--- src/hw/rtl/tsef_pkg.sv ---
// ============================================================================
// tsef_pkg
// Shared constants, op codes, states and the controller command word for the
// three-spin energy and field block.
// ============================================================================
package tsef_pkg;

    // Default sizes
    localparam int SPIN_WIDTH     = 16;
    localparam int ACC_WIDTH      = 48;

    // Fixed formats
    localparam int COUP_WIDTH     = 16;
    localparam int COUP_RESET     = 256;
    localparam int COUP_FRAC      = 8;
    localparam int OUT_WIDTH      = 40;
    localparam int OUT_FRAC       = 24;
    localparam int DOT_WIDTH      = 27;   // |dot| <= 3.0 with 24 fraction bits
    localparam int ECELL_WIDTH    = 30;   // per-cell energy sum
    localparam int FCELL_WIDTH    = 29;   // per-cell field sum
    localparam int LIM_WIDTH      = 49;   // accumulator clamped to +-2^47
    localparam int LIM_EXP        = 47;
    localparam int SPLIT          = 24;   // low/high split of clamped value
    localparam int HI_WIDTH       = LIM_WIDTH - SPLIT;
    localparam int CA_WIDTH       = COUP_WIDTH + 1;  // coupling, negation safe
    localparam int HP_WIDTH       = CA_WIDTH + HI_WIDTH + 1;
    localparam int P_WIDTH        = HP_WIDTH + SPLIT;

    // APB
    localparam int APB_ADDR_WIDTH = 3;
    localparam int APB_DATA_WIDTH = 32;
    localparam logic REG_COUPLING = 1'b0;   // word index of the coupling reg

    // Multiplier jobs, in issue order
    typedef enum logic [4:0] {
        OP_IJ_X, OP_IJ_Y, OP_IJ_Z,
        OP_IK_X, OP_IK_Y, OP_IK_Z,
        OP_JK_X, OP_JK_Y, OP_JK_Z,
        OP_E_IJIK, OP_E_IJJK, OP_E_IKJK,
        OP_F_J_X, OP_F_K_X, OP_F_JK_X,
        OP_F_J_Y, OP_F_K_Y, OP_F_JK_Y,
        OP_F_J_Z, OP_F_K_Z, OP_F_JK_Z,
        OP_O_E_LO, OP_O_E_HI,
        OP_O_X_LO, OP_O_X_HI,
        OP_O_Y_LO, OP_O_Y_HI,
        OP_O_Z_LO, OP_O_Z_HI
    } t_op;

    typedef enum logic [2:0] {
        S_IDLE,
        S_CALC,
        S_DRAIN,
        S_COMMIT,
        S_WAIT_OUT,
        S_OUT,
        S_OUT_DRAIN
    } t_state;

    typedef struct packed {
        logic load;     // capture input word, clear per-cell sums
        logic issue;    // start a multiply for op
        t_op  op;
        logic commit;   // saturating add of cell sums into accumulators
        logic finish;   // publish result, clear accumulators
    } t_cmd;

endpackage

--- src/hw/rtl/tsef_cfg.sv ---
// ============================================================================
// tsef_cfg
// APB register slave holding the coupling constant.
// ============================================================================
module tsef_cfg (
    input  logic                                    i_clk,
    input  logic                                    i_rst_n,
    input  logic                                    psel,
    input  logic                                    penable,
    input  logic                                    pwrite,
    input  logic [tsef_pkg::APB_ADDR_WIDTH-1:0]     paddr,
    input  logic [tsef_pkg::APB_DATA_WIDTH-1:0]     pwdata,
    output logic [tsef_pkg::APB_DATA_WIDTH-1:0]     prdata,
    output logic                                    pready,
    output logic signed [tsef_pkg::COUP_WIDTH-1:0]  o_coupling
);

    logic signed [tsef_pkg::COUP_WIDTH-1:0] r_coupling;
    logic                                   sel_coup;

    assign sel_coup = (paddr[2] == tsef_pkg::REG_COUPLING);
    assign pready   = 1'b1;

    always_ff @(posedge i_clk) begin
        if (!i_rst_n) begin
            r_coupling <= tsef_pkg::COUP_WIDTH'(tsef_pkg::COUP_RESET);
        end else if (psel && penable && pwrite && sel_coup) begin
            r_coupling <= pwdata[tsef_pkg::COUP_WIDTH-1:0];
        end
    end

    always_comb begin
        if (sel_coup) begin
            prdata = tsef_pkg::APB_DATA_WIDTH'(r_coupling);
        end else begin
            prdata = '0;
        end
    end

    assign o_coupling = r_coupling;

endmodule

--- src/hw/rtl/tsef_ctrl.sv ---
// ============================================================================
// tsef_ctrl
// Sequencer: steps the shared multiplier through the per-cell jobs and the
// output scaling jobs, and hands the datapath its command word.
// ============================================================================
module tsef_ctrl (
    input  logic              i_clk,
    input  logic              i_rst_n,
    input  logic              i_valid,
    input  logic              i_cell_valid,
    input  logic              i_last_cell,
    input  logic              i_out_busy,
    output logic              o_ready,
    output tsef_pkg::t_cmd    o_cmd
);

    tsef_pkg::t_state r_state, n_state;
    tsef_pkg::t_op    r_op, n_op;
    logic             r_last, n_last;
    tsef_pkg::t_op    op_inc;

    assign op_inc = tsef_pkg::t_op'(5'(r_op) + 5'd1);

    always_ff @(posedge i_clk) begin
        if (!i_rst_n) begin
            r_state <= tsef_pkg::S_IDLE;
            r_op    <= tsef_pkg::OP_IJ_X;
            r_last  <= 1'b0;
        end else begin
            r_state <= n_state;
            r_op    <= n_op;
            r_last  <= n_last;
        end
    end

    always_comb begin
        n_state      = r_state;
        n_op         = r_op;
        n_last       = r_last;
        o_ready      = 1'b0;
        o_cmd.load   = 1'b0;
        o_cmd.issue  = 1'b0;
        o_cmd.op     = r_op;
        o_cmd.commit = 1'b0;
        o_cmd.finish = 1'b0;
        unique case (r_state)
            tsef_pkg::S_IDLE: begin
                o_ready = 1'b1;
                if (i_valid) begin
                    o_cmd.load = 1'b1;
                    n_last     = i_last_cell;
                    n_op       = tsef_pkg::OP_IJ_X;
                    if (i_cell_valid) begin
                        n_state = tsef_pkg::S_CALC;
                    end else if (i_last_cell) begin
                        n_state = tsef_pkg::S_WAIT_OUT;
                    end
                end
            end
            tsef_pkg::S_CALC: begin
                o_cmd.issue = 1'b1;
                if (r_op == tsef_pkg::OP_F_JK_Z) begin
                    n_state = tsef_pkg::S_DRAIN;
                end else begin
                    n_op = op_inc;
                end
            end
            tsef_pkg::S_DRAIN: begin
                n_state = tsef_pkg::S_COMMIT;
            end
            tsef_pkg::S_COMMIT: begin
                o_cmd.commit = 1'b1;
                n_state      = r_last ? tsef_pkg::S_WAIT_OUT : tsef_pkg::S_IDLE;
            end
            tsef_pkg::S_WAIT_OUT: begin
                // result registers are rewritten in place, so wait for them
                if (!i_out_busy) begin
                    n_state = tsef_pkg::S_OUT;
                    n_op    = tsef_pkg::OP_O_E_LO;
                end
            end
            tsef_pkg::S_OUT: begin
                o_cmd.issue = 1'b1;
                if (r_op == tsef_pkg::OP_O_Z_HI) begin
                    n_state = tsef_pkg::S_OUT_DRAIN;
                end else begin
                    n_op = op_inc;
                end
            end
            tsef_pkg::S_OUT_DRAIN: begin
                o_cmd.finish = 1'b1;
                n_state      = tsef_pkg::S_IDLE;
            end
            default: begin
                n_state = tsef_pkg::S_IDLE;
            end
        endcase
    end

endmodule

--- src/hw/rtl/tsef_dp.sv ---
// ============================================================================
// tsef_dp
// Datapath: input word registers, one shared signed multiplier with a
// registered product, per-cell sums, saturating accumulators and the
// output scaling and saturation.
// ============================================================================
module tsef_dp #(
    parameter int SPIN_WIDTH = tsef_pkg::SPIN_WIDTH,
    parameter int ACC_WIDTH  = tsef_pkg::ACC_WIDTH
) (
    input  logic                                    i_clk,
    input  logic                                    i_rst_n,
    input  tsef_pkg::t_cmd                          i_cmd,
    input  logic signed [SPIN_WIDTH-1:0]            i_spin_i_x,
    input  logic signed [SPIN_WIDTH-1:0]            i_spin_i_y,
    input  logic signed [SPIN_WIDTH-1:0]            i_spin_i_z,
    input  logic signed [SPIN_WIDTH-1:0]            i_spin_j_x,
    input  logic signed [SPIN_WIDTH-1:0]            i_spin_j_y,
    input  logic signed [SPIN_WIDTH-1:0]            i_spin_j_z,
    input  logic signed [SPIN_WIDTH-1:0]            i_spin_k_x,
    input  logic signed [SPIN_WIDTH-1:0]            i_spin_k_y,
    input  logic signed [SPIN_WIDTH-1:0]            i_spin_k_z,
    input  logic signed [tsef_pkg::COUP_WIDTH-1:0]  i_coupling,
    input  logic                                    i_ready,
    output logic                                    o_valid,
    output logic                                    o_out_busy,
    output logic signed [tsef_pkg::OUT_WIDTH-1:0]   o_site_energy,
    output logic signed [tsef_pkg::OUT_WIDTH-1:0]   o_field_x,
    output logic signed [tsef_pkg::OUT_WIDTH-1:0]   o_field_y,
    output logic signed [tsef_pkg::OUT_WIDTH-1:0]   o_field_z
);

    localparam int SW1   = SPIN_WIDTH + 1;
    localparam int MW    = (SW1 > tsef_pkg::DOT_WIDTH) ? SW1 : tsef_pkg::DOT_WIDTH;
    localparam int PW    = 2 * MW;
    localparam int PFRAC = 2 * SPIN_WIDTH - 2;
    localparam int DSH_R = (PFRAC >= tsef_pkg::OUT_FRAC) ? PFRAC - tsef_pkg::OUT_FRAC : 0;
    localparam int DSH_L = (PFRAC <  tsef_pkg::OUT_FRAC) ? tsef_pkg::OUT_FRAC - PFRAC : 0;
    localparam int XW    = (ACC_WIDTH > tsef_pkg::LIM_WIDTH) ? ACC_WIDTH : tsef_pkg::LIM_WIDTH;
    localparam int OW    = tsef_pkg::OUT_WIDTH;
    localparam int QW    = tsef_pkg::P_WIDTH;

    localparam logic signed [XW-1:0] LIM_P = XW'(1) <<< tsef_pkg::LIM_EXP;
    localparam logic signed [XW-1:0] LIM_N = -LIM_P;
    localparam logic signed [OW-1:0] OUT_MAX = {1'b0, {(OW-1){1'b1}}};
    localparam logic signed [OW-1:0] OUT_MIN = {1'b1, {(OW-1){1'b0}}};

    // input word
    logic signed [SPIN_WIDTH-1:0] r_mi_x, r_mi_y, r_mi_z;
    logic signed [SPIN_WIDTH-1:0] r_mj_x, r_mj_y, r_mj_z;
    logic signed [SPIN_WIDTH-1:0] r_mk_x, r_mk_y, r_mk_z;
    logic signed [SW1-1:0]        r_mjk_x, r_mjk_y, r_mjk_z;

    // per-cell sums
    logic signed [tsef_pkg::DOT_WIDTH-1:0]   r_dij, r_dik, r_djk;
    logic signed [tsef_pkg::ECELL_WIDTH-1:0] r_ecell;
    logic signed [tsef_pkg::FCELL_WIDTH-1:0] r_fx, r_fy, r_fz;

    // accumulators
    logic signed [ACC_WIDTH-1:0] r_acc_e, r_acc_x, r_acc_y, r_acc_z;

    // multiplier
    logic signed [MW-1:0] op_a, op_b;
    logic signed [PW-1:0] r_prod;
    tsef_pkg::t_op        r_pop;
    logic                 r_pvld;

    // output scaling
    logic signed [ACC_WIDTH-1:0]               sel_acc;
    logic                                      sel_neg;
    logic signed [XW-1:0]                      acc_x, acc_cl;
    logic signed [tsef_pkg::HI_WIDTH-1:0]      cl_lo, cl_hi;
    logic signed [tsef_pkg::CA_WIDTH-1:0]      coup_x, coup_a;
    logic signed [tsef_pkg::HP_WIDTH-1:0]      r_lo, hp;
    logic signed [QW-1:0]                      p_full, p_shr;
    logic [QW-OW:0]                            p_top;
    logic signed [OW-1:0]                      p_sat;

    logic signed [PW-1:0]                      dsh, esh, fsh;
    logic signed [tsef_pkg::DOT_WIDTH-1:0]     dot_term;
    logic signed [tsef_pkg::ECELL_WIDTH-1:0]   e_term;
    logic signed [tsef_pkg::FCELL_WIDTH-1:0]   f_term;

    logic signed [OW-1:0] r_site_energy, r_field_x, r_field_y, r_field_z;
    logic                 r_out_valid;

    function automatic logic signed [ACC_WIDTH-1:0] sat_add(
        input logic signed [ACC_WIDTH-1:0] a,
        input logic signed [ACC_WIDTH-1:0] b
    );
        logic signed [ACC_WIDTH:0] s;
        s = (ACC_WIDTH+1)'(a) + (ACC_WIDTH+1)'(b);
        if (s[ACC_WIDTH] != s[ACC_WIDTH-1]) begin
            sat_add = s[ACC_WIDTH] ? {1'b1, {(ACC_WIDTH-1){1'b0}}}
                                   : {1'b0, {(ACC_WIDTH-1){1'b1}}};
        end else begin
            sat_add = s[ACC_WIDTH-1:0];
        end
    endfunction

    // ---- input capture ----
    always_ff @(posedge i_clk) begin
        if (i_cmd.load) begin
            r_mi_x  <= i_spin_i_x;
            r_mi_y  <= i_spin_i_y;
            r_mi_z  <= i_spin_i_z;
            r_mj_x  <= i_spin_j_x;
            r_mj_y  <= i_spin_j_y;
            r_mj_z  <= i_spin_j_z;
            r_mk_x  <= i_spin_k_x;
            r_mk_y  <= i_spin_k_y;
            r_mk_z  <= i_spin_k_z;
            r_mjk_x <= SW1'(i_spin_j_x) + SW1'(i_spin_k_x);
            r_mjk_y <= SW1'(i_spin_j_y) + SW1'(i_spin_k_y);
            r_mjk_z <= SW1'(i_spin_j_z) + SW1'(i_spin_k_z);
        end
    end

    // ---- output operand prep: pick accumulator, clamp, split ----
    always_comb begin
        sel_acc = r_acc_e;
        sel_neg = 1'b0;
        unique case (i_cmd.op)
            tsef_pkg::OP_O_E_LO, tsef_pkg::OP_O_E_HI: begin
                sel_acc = r_acc_e;
                sel_neg = 1'b1;
            end
            tsef_pkg::OP_O_X_LO, tsef_pkg::OP_O_X_HI: sel_acc = r_acc_x;
            tsef_pkg::OP_O_Y_LO, tsef_pkg::OP_O_Y_HI: sel_acc = r_acc_y;
            tsef_pkg::OP_O_Z_LO, tsef_pkg::OP_O_Z_HI: sel_acc = r_acc_z;
            default: ;
        endcase
    end

    assign acc_x  = XW'(sel_acc);
    assign acc_cl = (acc_x > LIM_P) ? LIM_P : ((acc_x < LIM_N) ? LIM_N : acc_x);
    assign cl_lo  = {1'b0, acc_cl[tsef_pkg::SPLIT-1:0]};
    assign cl_hi  = acc_cl[tsef_pkg::LIM_WIDTH-1:tsef_pkg::SPLIT];
    assign coup_x = tsef_pkg::CA_WIDTH'(i_coupling);
    assign coup_a = sel_neg ? -coup_x : coup_x;

    // ---- operand select ----
    always_comb begin
        op_a = '0;
        op_b = '0;
        unique case (i_cmd.op)
            tsef_pkg::OP_IJ_X:   begin op_a = MW'(r_mi_x); op_b = MW'(r_mj_x); end
            tsef_pkg::OP_IJ_Y:   begin op_a = MW'(r_mi_y); op_b = MW'(r_mj_y); end
            tsef_pkg::OP_IJ_Z:   begin op_a = MW'(r_mi_z); op_b = MW'(r_mj_z); end
            tsef_pkg::OP_IK_X:   begin op_a = MW'(r_mi_x); op_b = MW'(r_mk_x); end
            tsef_pkg::OP_IK_Y:   begin op_a = MW'(r_mi_y); op_b = MW'(r_mk_y); end
            tsef_pkg::OP_IK_Z:   begin op_a = MW'(r_mi_z); op_b = MW'(r_mk_z); end
            tsef_pkg::OP_JK_X:   begin op_a = MW'(r_mj_x); op_b = MW'(r_mk_x); end
            tsef_pkg::OP_JK_Y:   begin op_a = MW'(r_mj_y); op_b = MW'(r_mk_y); end
            tsef_pkg::OP_JK_Z:   begin op_a = MW'(r_mj_z); op_b = MW'(r_mk_z); end
            tsef_pkg::OP_E_IJIK: begin op_a = MW'(r_dij);  op_b = MW'(r_dik);  end
            tsef_pkg::OP_E_IJJK: begin op_a = MW'(r_dij);  op_b = MW'(r_djk);  end
            tsef_pkg::OP_E_IKJK: begin op_a = MW'(r_dik);  op_b = MW'(r_djk);  end
            tsef_pkg::OP_F_J_X:  begin op_a = MW'(r_mj_x);  op_b = MW'(r_dik); end
            tsef_pkg::OP_F_K_X:  begin op_a = MW'(r_mk_x);  op_b = MW'(r_dij); end
            tsef_pkg::OP_F_JK_X: begin op_a = MW'(r_mjk_x); op_b = MW'(r_djk); end
            tsef_pkg::OP_F_J_Y:  begin op_a = MW'(r_mj_y);  op_b = MW'(r_dik); end
            tsef_pkg::OP_F_K_Y:  begin op_a = MW'(r_mk_y);  op_b = MW'(r_dij); end
            tsef_pkg::OP_F_JK_Y: begin op_a = MW'(r_mjk_y); op_b = MW'(r_djk); end
            tsef_pkg::OP_F_J_Z:  begin op_a = MW'(r_mj_z);  op_b = MW'(r_dik); end
            tsef_pkg::OP_F_K_Z:  begin op_a = MW'(r_mk_z);  op_b = MW'(r_dij); end
            tsef_pkg::OP_F_JK_Z: begin op_a = MW'(r_mjk_z); op_b = MW'(r_djk); end
            tsef_pkg::OP_O_E_LO, tsef_pkg::OP_O_X_LO,
            tsef_pkg::OP_O_Y_LO, tsef_pkg::OP_O_Z_LO: begin
                op_a = MW'(coup_a);
                op_b = MW'(cl_lo);
            end
            tsef_pkg::OP_O_E_HI, tsef_pkg::OP_O_X_HI,
            tsef_pkg::OP_O_Y_HI, tsef_pkg::OP_O_Z_HI: begin
                op_a = MW'(coup_a);
                op_b = MW'(cl_hi);
            end
            default: ;
        endcase
    end

    // ---- shared multiplier ----
    always_ff @(posedge i_clk) begin
        r_prod <= PW'(op_a) * PW'(op_b);
        r_pop  <= i_cmd.op;
    end

    always_ff @(posedge i_clk) begin
        if (!i_rst_n) begin
            r_pvld <= 1'b0;
        end else begin
            r_pvld <= i_cmd.issue;
        end
    end

    // ---- product post-processing (floor shifts) ----
    assign dsh      = (r_prod >>> DSH_R) <<< DSH_L;
    assign dot_term = dsh[tsef_pkg::DOT_WIDTH-1:0];
    assign esh      = r_prod >>> tsef_pkg::OUT_FRAC;
    assign e_term   = esh[tsef_pkg::ECELL_WIDTH-1:0];
    assign fsh      = r_prod >>> (SPIN_WIDTH - 1);
    assign f_term   = fsh[tsef_pkg::FCELL_WIDTH-1:0];

    // coupling * clamped = hi_prod * 2^24 + lo_prod, then floor by 8, saturate
    assign hp     = r_prod[tsef_pkg::HP_WIDTH-1:0];
    assign p_full = (QW'(hp) <<< tsef_pkg::SPLIT) + QW'(r_lo);
    assign p_shr  = p_full >>> tsef_pkg::COUP_FRAC;
    assign p_top  = p_shr[QW-1:OW-1];
    assign p_sat  = ((&p_top) || !(|p_top)) ? p_shr[OW-1:0]
                  : (p_shr[QW-1] ? OUT_MIN : OUT_MAX);

    always_ff @(posedge i_clk) begin
        if (i_cmd.load) begin
            r_dij   <= '0;
            r_dik   <= '0;
            r_djk   <= '0;
            r_ecell <= '0;
            r_fx    <= '0;
            r_fy    <= '0;
            r_fz    <= '0;
        end else if (r_pvld) begin
            unique case (r_pop)
                tsef_pkg::OP_IJ_X, tsef_pkg::OP_IJ_Y, tsef_pkg::OP_IJ_Z:
                    r_dij <= r_dij + dot_term;
                tsef_pkg::OP_IK_X, tsef_pkg::OP_IK_Y, tsef_pkg::OP_IK_Z:
                    r_dik <= r_dik + dot_term;
                tsef_pkg::OP_JK_X, tsef_pkg::OP_JK_Y, tsef_pkg::OP_JK_Z:
                    r_djk <= r_djk + dot_term;
                tsef_pkg::OP_E_IJIK, tsef_pkg::OP_E_IJJK, tsef_pkg::OP_E_IKJK:
                    r_ecell <= r_ecell + e_term;
                tsef_pkg::OP_F_J_X, tsef_pkg::OP_F_K_X, tsef_pkg::OP_F_JK_X:
                    r_fx <= r_fx + f_term;
                tsef_pkg::OP_F_J_Y, tsef_pkg::OP_F_K_Y, tsef_pkg::OP_F_JK_Y:
                    r_fy <= r_fy + f_term;
                tsef_pkg::OP_F_J_Z, tsef_pkg::OP_F_K_Z, tsef_pkg::OP_F_JK_Z:
                    r_fz <= r_fz + f_term;
                tsef_pkg::OP_O_E_LO, tsef_pkg::OP_O_X_LO,
                tsef_pkg::OP_O_Y_LO, tsef_pkg::OP_O_Z_LO:
                    r_lo <= r_prod[tsef_pkg::HP_WIDTH-1:0];
                tsef_pkg::OP_O_E_HI: r_site_energy <= p_sat;
                tsef_pkg::OP_O_X_HI: r_field_x     <= p_sat;
                tsef_pkg::OP_O_Y_HI: r_field_y     <= p_sat;
                tsef_pkg::OP_O_Z_HI: r_field_z     <= p_sat;
                default: ;
            endcase
        end
    end

    // ---- accumulators ----
    always_ff @(posedge i_clk) begin
        if (!i_rst_n) begin
            r_acc_e <= '0;
            r_acc_x <= '0;
            r_acc_y <= '0;
            r_acc_z <= '0;
        end else if (i_cmd.commit) begin
            r_acc_e <= sat_add(r_acc_e, ACC_WIDTH'(r_ecell));
            r_acc_x <= sat_add(r_acc_x, ACC_WIDTH'(r_fx));
            r_acc_y <= sat_add(r_acc_y, ACC_WIDTH'(r_fy));
            r_acc_z <= sat_add(r_acc_z, ACC_WIDTH'(r_fz));
        end else if (i_cmd.finish) begin
            r_acc_e <= '0;
            r_acc_x <= '0;
            r_acc_y <= '0;
            r_acc_z <= '0;
        end
    end

    // ---- result word handshake ----
    always_ff @(posedge i_clk) begin
        if (!i_rst_n) begin
            r_out_valid <= 1'b0;
        end else if (i_cmd.finish) begin
            r_out_valid <= 1'b1;
        end else if (r_out_valid && i_ready) begin
            r_out_valid <= 1'b0;
        end
    end

    assign o_valid       = r_out_valid;
    assign o_out_busy    = r_out_valid;
    assign o_site_energy = r_site_energy;
    assign o_field_x     = r_field_x;
    assign o_field_y     = r_field_y;
    assign o_field_z     = r_field_z;

endmodule

--- src/hw/rtl/three_spin_energy_and_field.sv ---
// ============================================================================
// three_spin_energy_and_field
// Per-site three-spin interaction energy and effective field: accumulates
// cell terms over a site's cells and emits coupling-scaled, saturated results.
// ============================================================================
//
//  channel   signals                              dir   word
//  -------   -----------------------------------  ----  ------------------------
//  in        i_valid / o_ready                    in    9 spin comps + 2 flags
//  out       o_valid / i_ready                    out   energy + field x/y/z
//  cfg       psel penable pwrite paddr pwdata     in    coupling (addr 0)
//
//  Each valid cell runs 21 jobs on one shared multiplier (9 dot terms,
//  3 energy and 9 field products): accept, the job issues, drain, commit.
//  A skipped cell that is not last is only accepted. A last cell adds a
//  result-register check, 8 scaling multiplies and a drain.
//  Reset is synchronous, active low; coupling resets to 1.0 (256 in Q8.8).
//  Input is accepted while a result waits; a new result waits for the old one.
//
module three_spin_energy_and_field #(
    parameter int SPIN_WIDTH = tsef_pkg::SPIN_WIDTH,
    parameter int ACC_WIDTH  = tsef_pkg::ACC_WIDTH
) (
    input  logic                                    i_clk,
    input  logic                                    i_rst_n,

    // input word
    input  logic                                    i_valid,
    output logic                                    o_ready,
    input  logic signed [SPIN_WIDTH-1:0]            i_spin_i_x,
    input  logic signed [SPIN_WIDTH-1:0]            i_spin_i_y,
    input  logic signed [SPIN_WIDTH-1:0]            i_spin_i_z,
    input  logic signed [SPIN_WIDTH-1:0]            i_spin_j_x,
    input  logic signed [SPIN_WIDTH-1:0]            i_spin_j_y,
    input  logic signed [SPIN_WIDTH-1:0]            i_spin_j_z,
    input  logic signed [SPIN_WIDTH-1:0]            i_spin_k_x,
    input  logic signed [SPIN_WIDTH-1:0]            i_spin_k_y,
    input  logic signed [SPIN_WIDTH-1:0]            i_spin_k_z,
    input  logic                                    i_cell_valid,
    input  logic                                    i_last_cell,

    // result word
    output logic                                    o_valid,
    input  logic                                    i_ready,
    output logic signed [tsef_pkg::OUT_WIDTH-1:0]   o_site_energy,
    output logic signed [tsef_pkg::OUT_WIDTH-1:0]   o_field_x,
    output logic signed [tsef_pkg::OUT_WIDTH-1:0]   o_field_y,
    output logic signed [tsef_pkg::OUT_WIDTH-1:0]   o_field_z,

    // APB configuration
    input  logic                                    psel,
    input  logic                                    penable,
    input  logic                                    pwrite,
    input  logic [tsef_pkg::APB_ADDR_WIDTH-1:0]     paddr,
    input  logic [tsef_pkg::APB_DATA_WIDTH-1:0]     pwdata,
    output logic [tsef_pkg::APB_DATA_WIDTH-1:0]     prdata,
    output logic                                    pready
);

    tsef_pkg::t_cmd                          cmd;
    logic                                    out_busy;
    logic signed [tsef_pkg::COUP_WIDTH-1:0]  coupling;

    // coupling register
    tsef_cfg u_cfg (
        .i_clk      (i_clk),
        .i_rst_n    (i_rst_n),
        .psel       (psel),
        .penable    (penable),
        .pwrite     (pwrite),
        .paddr      (paddr),
        .pwdata     (pwdata),
        .prdata     (prdata),
        .pready     (pready),
        .o_coupling (coupling)
    );

    // sequencer: accept, per-cell jobs, commit, output jobs
    tsef_ctrl u_ctrl (
        .i_clk        (i_clk),
        .i_rst_n      (i_rst_n),
        .i_valid      (i_valid),
        .i_cell_valid (i_cell_valid),
        .i_last_cell  (i_last_cell),
        .i_out_busy   (out_busy),
        .o_ready      (o_ready),
        .o_cmd        (cmd)
    );

    // multiplier, sums, accumulators, result register
    tsef_dp #(
        .SPIN_WIDTH (SPIN_WIDTH),
        .ACC_WIDTH  (ACC_WIDTH)
    ) u_dp (
        .i_clk         (i_clk),
        .i_rst_n       (i_rst_n),
        .i_cmd         (cmd),
        .i_spin_i_x    (i_spin_i_x),
        .i_spin_i_y    (i_spin_i_y),
        .i_spin_i_z    (i_spin_i_z),
        .i_spin_j_x    (i_spin_j_x),
        .i_spin_j_y    (i_spin_j_y),
        .i_spin_j_z    (i_spin_j_z),
        .i_spin_k_x    (i_spin_k_x),
        .i_spin_k_y    (i_spin_k_y),
        .i_spin_k_z    (i_spin_k_z),
        .i_coupling    (coupling),
        .i_ready       (i_ready),
        .o_valid       (o_valid),
        .o_out_busy    (out_busy),
        .o_site_energy (o_site_energy),
        .o_field_x     (o_field_x),
        .o_field_y     (o_field_y),
        .o_field_z     (o_field_z)
    );

endmodule
--- config.mk ---
export PLATFORM = sky130hd
export DESIGN_NAME = three_spin_energy_and_field
export DESIGN_NICKNAME = d
export VERILOG_FILES = /design/src/hw/rtl/tsef_pkg.sv /design/src/hw/rtl/tsef_cfg.sv /design/src/hw/rtl/tsef_ctrl.sv /design/src/hw/rtl/tsef_dp.sv /design/src/hw/rtl/three_spin_energy_and_field.sv
export SDC_FILE = /design/constraint.sdc
export NUM_CORES = 2
export LEC_CHECK = 0
export CAP_MARGIN = 10
export CORE_AREA = 2 2 454 456
export CTS_BUF_LIST = sky130_fd_sc_hd__clkbuf_4 sky130_fd_sc_hd__clkbuf_8
export CTS_CLUSTER_SIZE = 24
export DETAILED_ROUTE_END_ITERATION = 10
export DIE_AREA = 0 0 456 458
export DONT_BUFFER_PORTS = 1
export SETUP_SLACK_MARGIN = 0.02
export SKIP_LAST_GASP = 1
export SYNTH_ARGS = -nofsm -noshare
export SYNTH_HDL_FRONTEND = slang
export SYNTH_SLANG_ARGS = --single-unit
--- constraint.sdc ---
create_clock -name i_clk -period 27.4 [get_ports i_clk]
set_clock_uncertainty 0.15 [all_clocks]
set_input_delay 2.74 -clock i_clk [delete_from_list [all_inputs] [get_ports i_clk]]
set_output_delay 2.74 -clock i_clk [all_outputs]
set_load 0.1 [all_outputs]
Word-level counts from Yosys, hierarchy flattened

Index checks and enable logic that the tools add are counted.
W data, S select, Z words.

Input port bits: 188
Output and inout bits: 195
Bits in registers: 874
Word-level logic and storage cells: 233

Equal/unequal tests: 73
Reduce and logical (&&, ||, !) cells: 58
Bitwise operators: 2
Order comparisons: 2
Muxes and demuxes: 44
Add/sub/neg operators: 17
$mul: 1

Operator list:

| cell                   | number |
|---|---|
| $mux W48               | 13 |
| $pmux W27 S15          | 1 |
| $pmux W27 S11          | 1 |
| $add A48 B29 Y49       | 3 |
| $pmux W48 S3           | 1 |
| $eq A5 B5 Y1 const B   | 26 |
| $mux W49               | 2 |
| $add A29 B29 Y29       | 3 |
| $add A27 B27 Y27       | 3 |
| $eq A5 B4 Y1 const B   | 16 |
| $mux W40               | 2 |
| $add A67 B43 Y67       | 1 |
| $mul A27 B27 Y54       | 1 |
| $add A16 B16 Y17       | 3 |
| $add A48 B30 Y49       | 1 |
| $gt A48 B49 Y1 const B | 1 |
| $lt A48 B48 Y1 const B | 1 |
| $eq A5 B3 Y1 const B   | 8 |
| $mux W32               | 1 |
| $add A30 B30 Y30       | 1 |
| $reduce_or A2 Y1       | 15 |
| $reduce_or A3 Y1       | 8 |
| $mux W3                | 7 |
| $eq A5 B2 Y1 const B   | 4 |
| 31 further kinds       | 74 |

Logic depth before layout (Yosys ltp)

Depth in word-level cells: 8
Depth in mapped cells: 44
Mapped depth without buffers: 39

Cells and area by module

Synthesis repeated with hierarchy kept, for this count alone.

Cells, all modules: 9128
Area total of the unflattened synthesis: 81496.9 µm²

By module, submodules not included:

| module    | area each (µm²) | cells an instance | seq. area each (µm²) | times used |
|---|---|---|---|---|
| tsef_dp   | 79932.9         | 8949              | 20739.9              | 1 |
| tsef_cfg  | 908.4           | 105               | 320.3                | 1 |
| tsef_ctrl | 655.6           | 74                | 180.2                | 1 |

Worst setup path after synthesis

OpenSTA, ideal clock, no wires.

Path kind: register -> register
Start: register u_ctrl.r_state[2]
End: register u_dp.r_mi_x[0] (enable)
Arrival time: 8.878 ns
Clock period less this slack: 9.663 ns
Library setup time: 0.634 ns
Slack: 17.737 ns
Path buffers: 3
Cell stages (with the launch flop): 7
Path through: dfxtp_1 clkbuf_1 nor3_1 nand2_1 inv_2 clkbuf_1 buf_1

RTL lines:

| element                | RTL line        | source |
|---|---|---|
| from (decl)            | tsef_ctrl.sv:17 | `tsef_pkg::t_state r_state, n_state;` |
| from (signal assigned) | tsef_ctrl.sv:26 | `r_state <= tsef_pkg::S_IDLE;` |
| from (signal assigned) | tsef_ctrl.sv:30 | `r_state <= n_state;` |
| to (signal assigned)   | tsef_dp.sv:104  | `r_mi_x <= i_spin_i_x;` |
| to (decl)              | tsef_dp.sv:49   | `logic signed [SPIN_WIDTH-1:0] r_mi_x, r_mi_y, r_mi_z;` |

Worst setup path in the final report

Start: register u_ctrl.r_op[4]
End: register u_dp.r_prod[48]

Word-level cells in the longest chain between the ends: 8
Elaborated cells on any way between the ends: 59

Ends and longest elaborated chain:

| element                | RTL line                       | source |
|---|---|---|
| from (decl)            | tsef_ctrl.sv:18                | `tsef_pkg::t_op r_op, n_op;` |
| from (signal assigned) | tsef_ctrl.sv:27                | `r_op <= tsef_pkg::OP_IJ_X;` |
| from (signal assigned) | tsef_ctrl.sv:31                | `r_op <= n_op;` |
| $eq A5 B5 Y1           | tsef_dp.sv:123, tsef_dp.sv:146 |  |
| $reduce_or A2 Y1       | tsef_dp.sv:123                 | `unique case (i_cmd.op)` |
| $pmux W48 S3           | tsef_dp.sv:123                 |  |
| $lt A48 B48 Y1         | tsef_dp.sv:136                 | `assign acc_cl = (acc_x > LIM_P) ? LIM_P : ((acc_x < LIM_N) ? LIM_N : acc_x);` |
| $mux W49 (2 in a row)  | tsef_dp.sv:136                 |  |
| $pmux W27 S11          | tsef_dp.sv:146                 | `unique case (i_cmd.op)` |
| $mul A27 B27 Y54 (*)   | tsef_dp.sv:184                 | `r_prod <= PW'(op_a) * PW'(op_b);` |
| to (signal assigned)   | tsef_dp.sv:184                 |  |
| to (decl)              | tsef_dp.sv:64                  | `logic signed [PW-1:0] r_prod;` |

Every way passes the cells marked *; elsewhere a longest branch is shown, timed or not.
A chain may end at the register's enable or synchronous reset.

==> flow_summary.yaml <==
layout:
  fillCellCount: 19710
  core_occupancy_in_the_finished_layout: 0.4325
  final_layout_size_suffix_gt1_frac: 0.06761
  area_growth_pct: 8.659
  nNetsFinal: 10670
  finish.cell_count_without_fillers: 11920
floorplan:
  design.core.area_sq_mm: 0.2038
  dieArea_sq_mm: 0.2088
  fp.dieH_um: 458
  chipWidth_um: 456
  design.portCount: 383
  fp-row-count: 166
  floorplan.initialDensity: 0.3980
timing:
  worst_hold_margin_ns: 0.2894
  max_slew.worst_pin.slew_ns: 1.438
  setup_repair_after_global_routing_missed_its_margin: "false"
  setup_viol_count_final: 0
  slew-limit-headroom: 0.04113
  finalHoldViolations: 0
  timing.final.crit_share: 0.4661
  timing.fmax_mhz: 78.30
  report.final.slew_viol_count: 0
  final.min_clock_period_ns: 12.77
  fin_tns_setup_ns: 0
setup_path:
  cp.required_ns: 27.97
  setup.reg_to_reg.worst_slack_ns: 14.63
  cpMaxStageDelayCell: "sky130_fd_sc_hd__nand3_1"
  cp.arrival_ns: 13.34
  worstSetupPathType: "flip-flop to flip-flop"
  r2r_end: "u_dp.r_prod[48]$_DFF_P_"
  critical_path.most_common_cell: "sky130_fd_sc_hd__fa_1"
  cp-end-kind: "flip-flop"
  cp-start-kind: "flip-flop"
  path_max_fanout: 23
  worst-r2r-cell-count: 34
  slowest_delay_ns: 0.86
  reg_to_reg_start: "u_ctrl.r_op[4]$_SDFFE_PN0P_"
global_route:
  met1_usage: 0.3491
  grt_use_met3: 0.05848
  grt_start_max_net_pins: 85
  grt_util_met2: 0.3971
  antenna_found_initial: 25
  first_global_vias: 65980
  grt.total_usage: 0.2648
  grt_first_pass_wirelength_um: 417800
  global_route.overflow_total: 0
  grt.busiest_layer: "met2"
yosys:
  synthArstFlopShare: 0
  mappedNetlistArea_sq_mm: 0.08110
  postSynthNetCount: 10750
  synthesized_area_per_cell_sq_um: 8.868
  synthDominantAreaCellType: "sky130_fd_sc_hd__fa_1"
  synth_top_cell_area_share: 0.1915
  yosys_warnings: 0
  synth.distinct_cells: 116
  synthFlopType: "sky130_fd_sc_hd__dfxtp_1"
  post_synth_main_area_contributors: "sky130_fd_sc_hd__fa_1 (19%), sky130_fd_sc_hd__edfxtp_1 (14%), sky130_fd_sc_hd__dfxtp_1 (12%)"
  synth.yosys.seq_area_share: 0.2619
  synth-edff-count: 390
  ys_seq_elements: 866
  post_synth_inst_count: 9145
min_path:
  min_path_cells: 0
  hold_path.startpoint: "u_ctrl.r_op[1]$_SDFFE_PN0P_"
  hold_end: "u_dp.r_pop[1]$_DFF_P_"
  hp-class: "flip-flop to flip-flop"
clock_network:
  cts_buffers: 162
  cts.repair_timing.setup_buffer_count: 0
  clkLatencyLatePin_ns: 0.95
  clock_path_buffers: 3
  clock-sinks: 866
  cts_tree: "done"
  htree_levels: 4
  postCtsHoldBufs: 0
  cts.clk_slew.worst_paths_ns: 0.05
  cts_resized: 0
  clock-root-buffer: "sky130_fd_sc_hd__clkbuf_8"
outcome:
  run_status: "finished, final reports clean"
route:
  dr_total_vias: 68470
  route.detailed.vias_per_inst: 5.744
  route.detailed.drc: 0
  route.antenna.remaining_nets: 0
  routed_wire_length_per_instance_um: 23.63
  detailedRoute.firstIterationViolations: 7400
  detail_route.wirelength_um: 281700
  drtPass1Iterations: 7
placement:
  gpl.final_weighted_congestion: 0.9646
  hpwlAfterDp_um: 214700
  dp_cells: 11590
  numPortBuffers: 0
run:
  drv.max_cap_violation_count: 0
==> stage by stage <==
step | cell area [sq um] | worst slack, ns
finish | 88120 | 14.63
global placement | 84520 | 15.23
global route | 88070 | 14.31
CTS | 88030 | 15.04
floorplan | 81100 | 17.74
detailed placement | 84520 | 15.11
==> logic make-up after synthesis <==
| kind of cell | share of synthesized area |
|---|---|
| simple gates | 0.1460 |
| fa+ha+maj | 0.2898 |
| compound gates | 0.1815 |
| buf+inv | 0.06966 |
| other cells | 0.00004624 |
| mux | 0.001512 |
| flops | 0.2619 |
| xor+xnor | 0.04954 |
==> flip-flops by register name, indices dropped and copies added, names as in the netlist, 17 cells and up <==
| signal | count |
|---|---|
| u_dp.r_prod | 54 |
| u_dp.r_acc_e | 48 |
| u_dp.r_acc_x | 48 |
| u_dp.r_acc_y | 48 |
| u_dp.r_acc_z | 48 |
| u_dp.o_field_x | 40 |
| u_dp.o_field_y | 40 |
| u_dp.o_field_z | 40 |
| u_dp.o_site_energy | 40 |
| u_dp.r_lo | 35 |
| u_dp.r_ecell | 30 |
| u_dp.r_fx | 29 |
| u_dp.r_fy | 29 |
| u_dp.r_fz | 29 |
| u_dp.r_dij | 27 |
| u_dp.r_dik | 27 |
| u_dp.r_djk | 27 |
| u_dp.r_mjk_x | 17 |
| u_dp.r_mjk_y | 17 |
| u_dp.r_mjk_z | 17 |
==> cells in the final DEF, fill, tap and decap left out, drive strengths merged, types with 25 or more instances in the layout <==
cell and n:
nand2 1182, inv 1060, a31oi 64, nand2b 90
a22oi 137, o21ai 410, nand4 68, a21o 243
dfxtp 476, o21bai 61, buf 170, diode 33
a211oi 67, edfxtp 390, o21a 64, a21boi 25
and2 38, nor3 87, clkinv 36, o211ai 45
fa 776, a221oi 39, and3 75, a221o 51
xnor2 296, xor2 161, clkbuf 235, nor2b 76
a222oi 79, nand3 131, or3 41, or2 32
nor2 800, a21oi 741, ha 637
==> synthesized netlist by cell type, drive strengths merged, types with 79 or more instances <==
library cell,count
nand3,131
xnor2,296
a21oi,741
clkbuf,339
a21o,243
a222oi,79
a22oi,137
o21ai,410
nand2b,90
dfxtp,476
nor3,87
nand2,1182
ha,637
inv,1050
fa,776
nor2,800
edfxtp,390
xor2,161
==> per-layer routing <==
| layer | share of wire | vias to the layer above | wire length, um |
|---|---|---|---|
| li1 | - | 31150 | - |
| met1 | 0.41 | 33440 | 115200 |
| met2 | 0.43 | 3235 | 121800 |
| met3 | 0.097 | 633 | 27270 |
| met4 | 0.062 | 6 | 17410 |
| met5 | 0.00013 | - | 38 |
==> worst max path at each step <==
stage,from,endpoint,slack [ns],cells after the start
after floorplan,u_ctrl.r_state[2]$_SDFFE_PN0P_,u_dp.r_mi_x[0]$_DFFE_PP_,17.74,6
after global placement,u_ctrl.r_op[4]$_SDFFE_PN0P_,u_dp.r_prod[48]$_DFF_P_,15.23,34
after detailed placement,u_ctrl.r_op[4]$_SDFFE_PN0P_,u_dp.r_prod[48]$_DFF_P_,15.11,34
after CTS,u_ctrl.r_op[4]$_SDFFE_PN0P_,u_dp.r_prod[48]$_DFF_P_,15.04,34
after global routing,u_ctrl.r_op[4]$_SDFFE_PN0P_,u_dp.r_prod[50]$_DFF_P_,14.31,36
final,u_ctrl.r_op[4]$_SDFFE_PN0P_,u_dp.r_prod[48]$_DFF_P_,14.63,34
==> cell type report <==
type                            count  area (sq um)  share of cell area
Inverter                         1050          3951             0.04484
Clock inverter                     59         646.9            0.007340
Clock buffer                      235          2865             0.03251
Sequential cell                   866         21240              0.2410
Timing Repair Buffer              170          1321             0.01499
Antenna cell                       33         82.58           0.0009371
Tap cell                         2688          3363             0.03816
Multi-Input combinational cell   6820         54650              0.6202
==> critical path: cells and delay by family (launching register included) <==
family | cells | cell delay, ns
xor+xnor | 1 | 0.41
simple gates | 7 | 2.31
fa+ha+maj | 8 | 3.57
buf+inv | 8 | 1.24
compound gates | 10 | 4.11
flops | 1 | 0.70
Power is not shown: default switching activity piles up to over one toggle a cycle in this logic, so the estimate is an artifact.
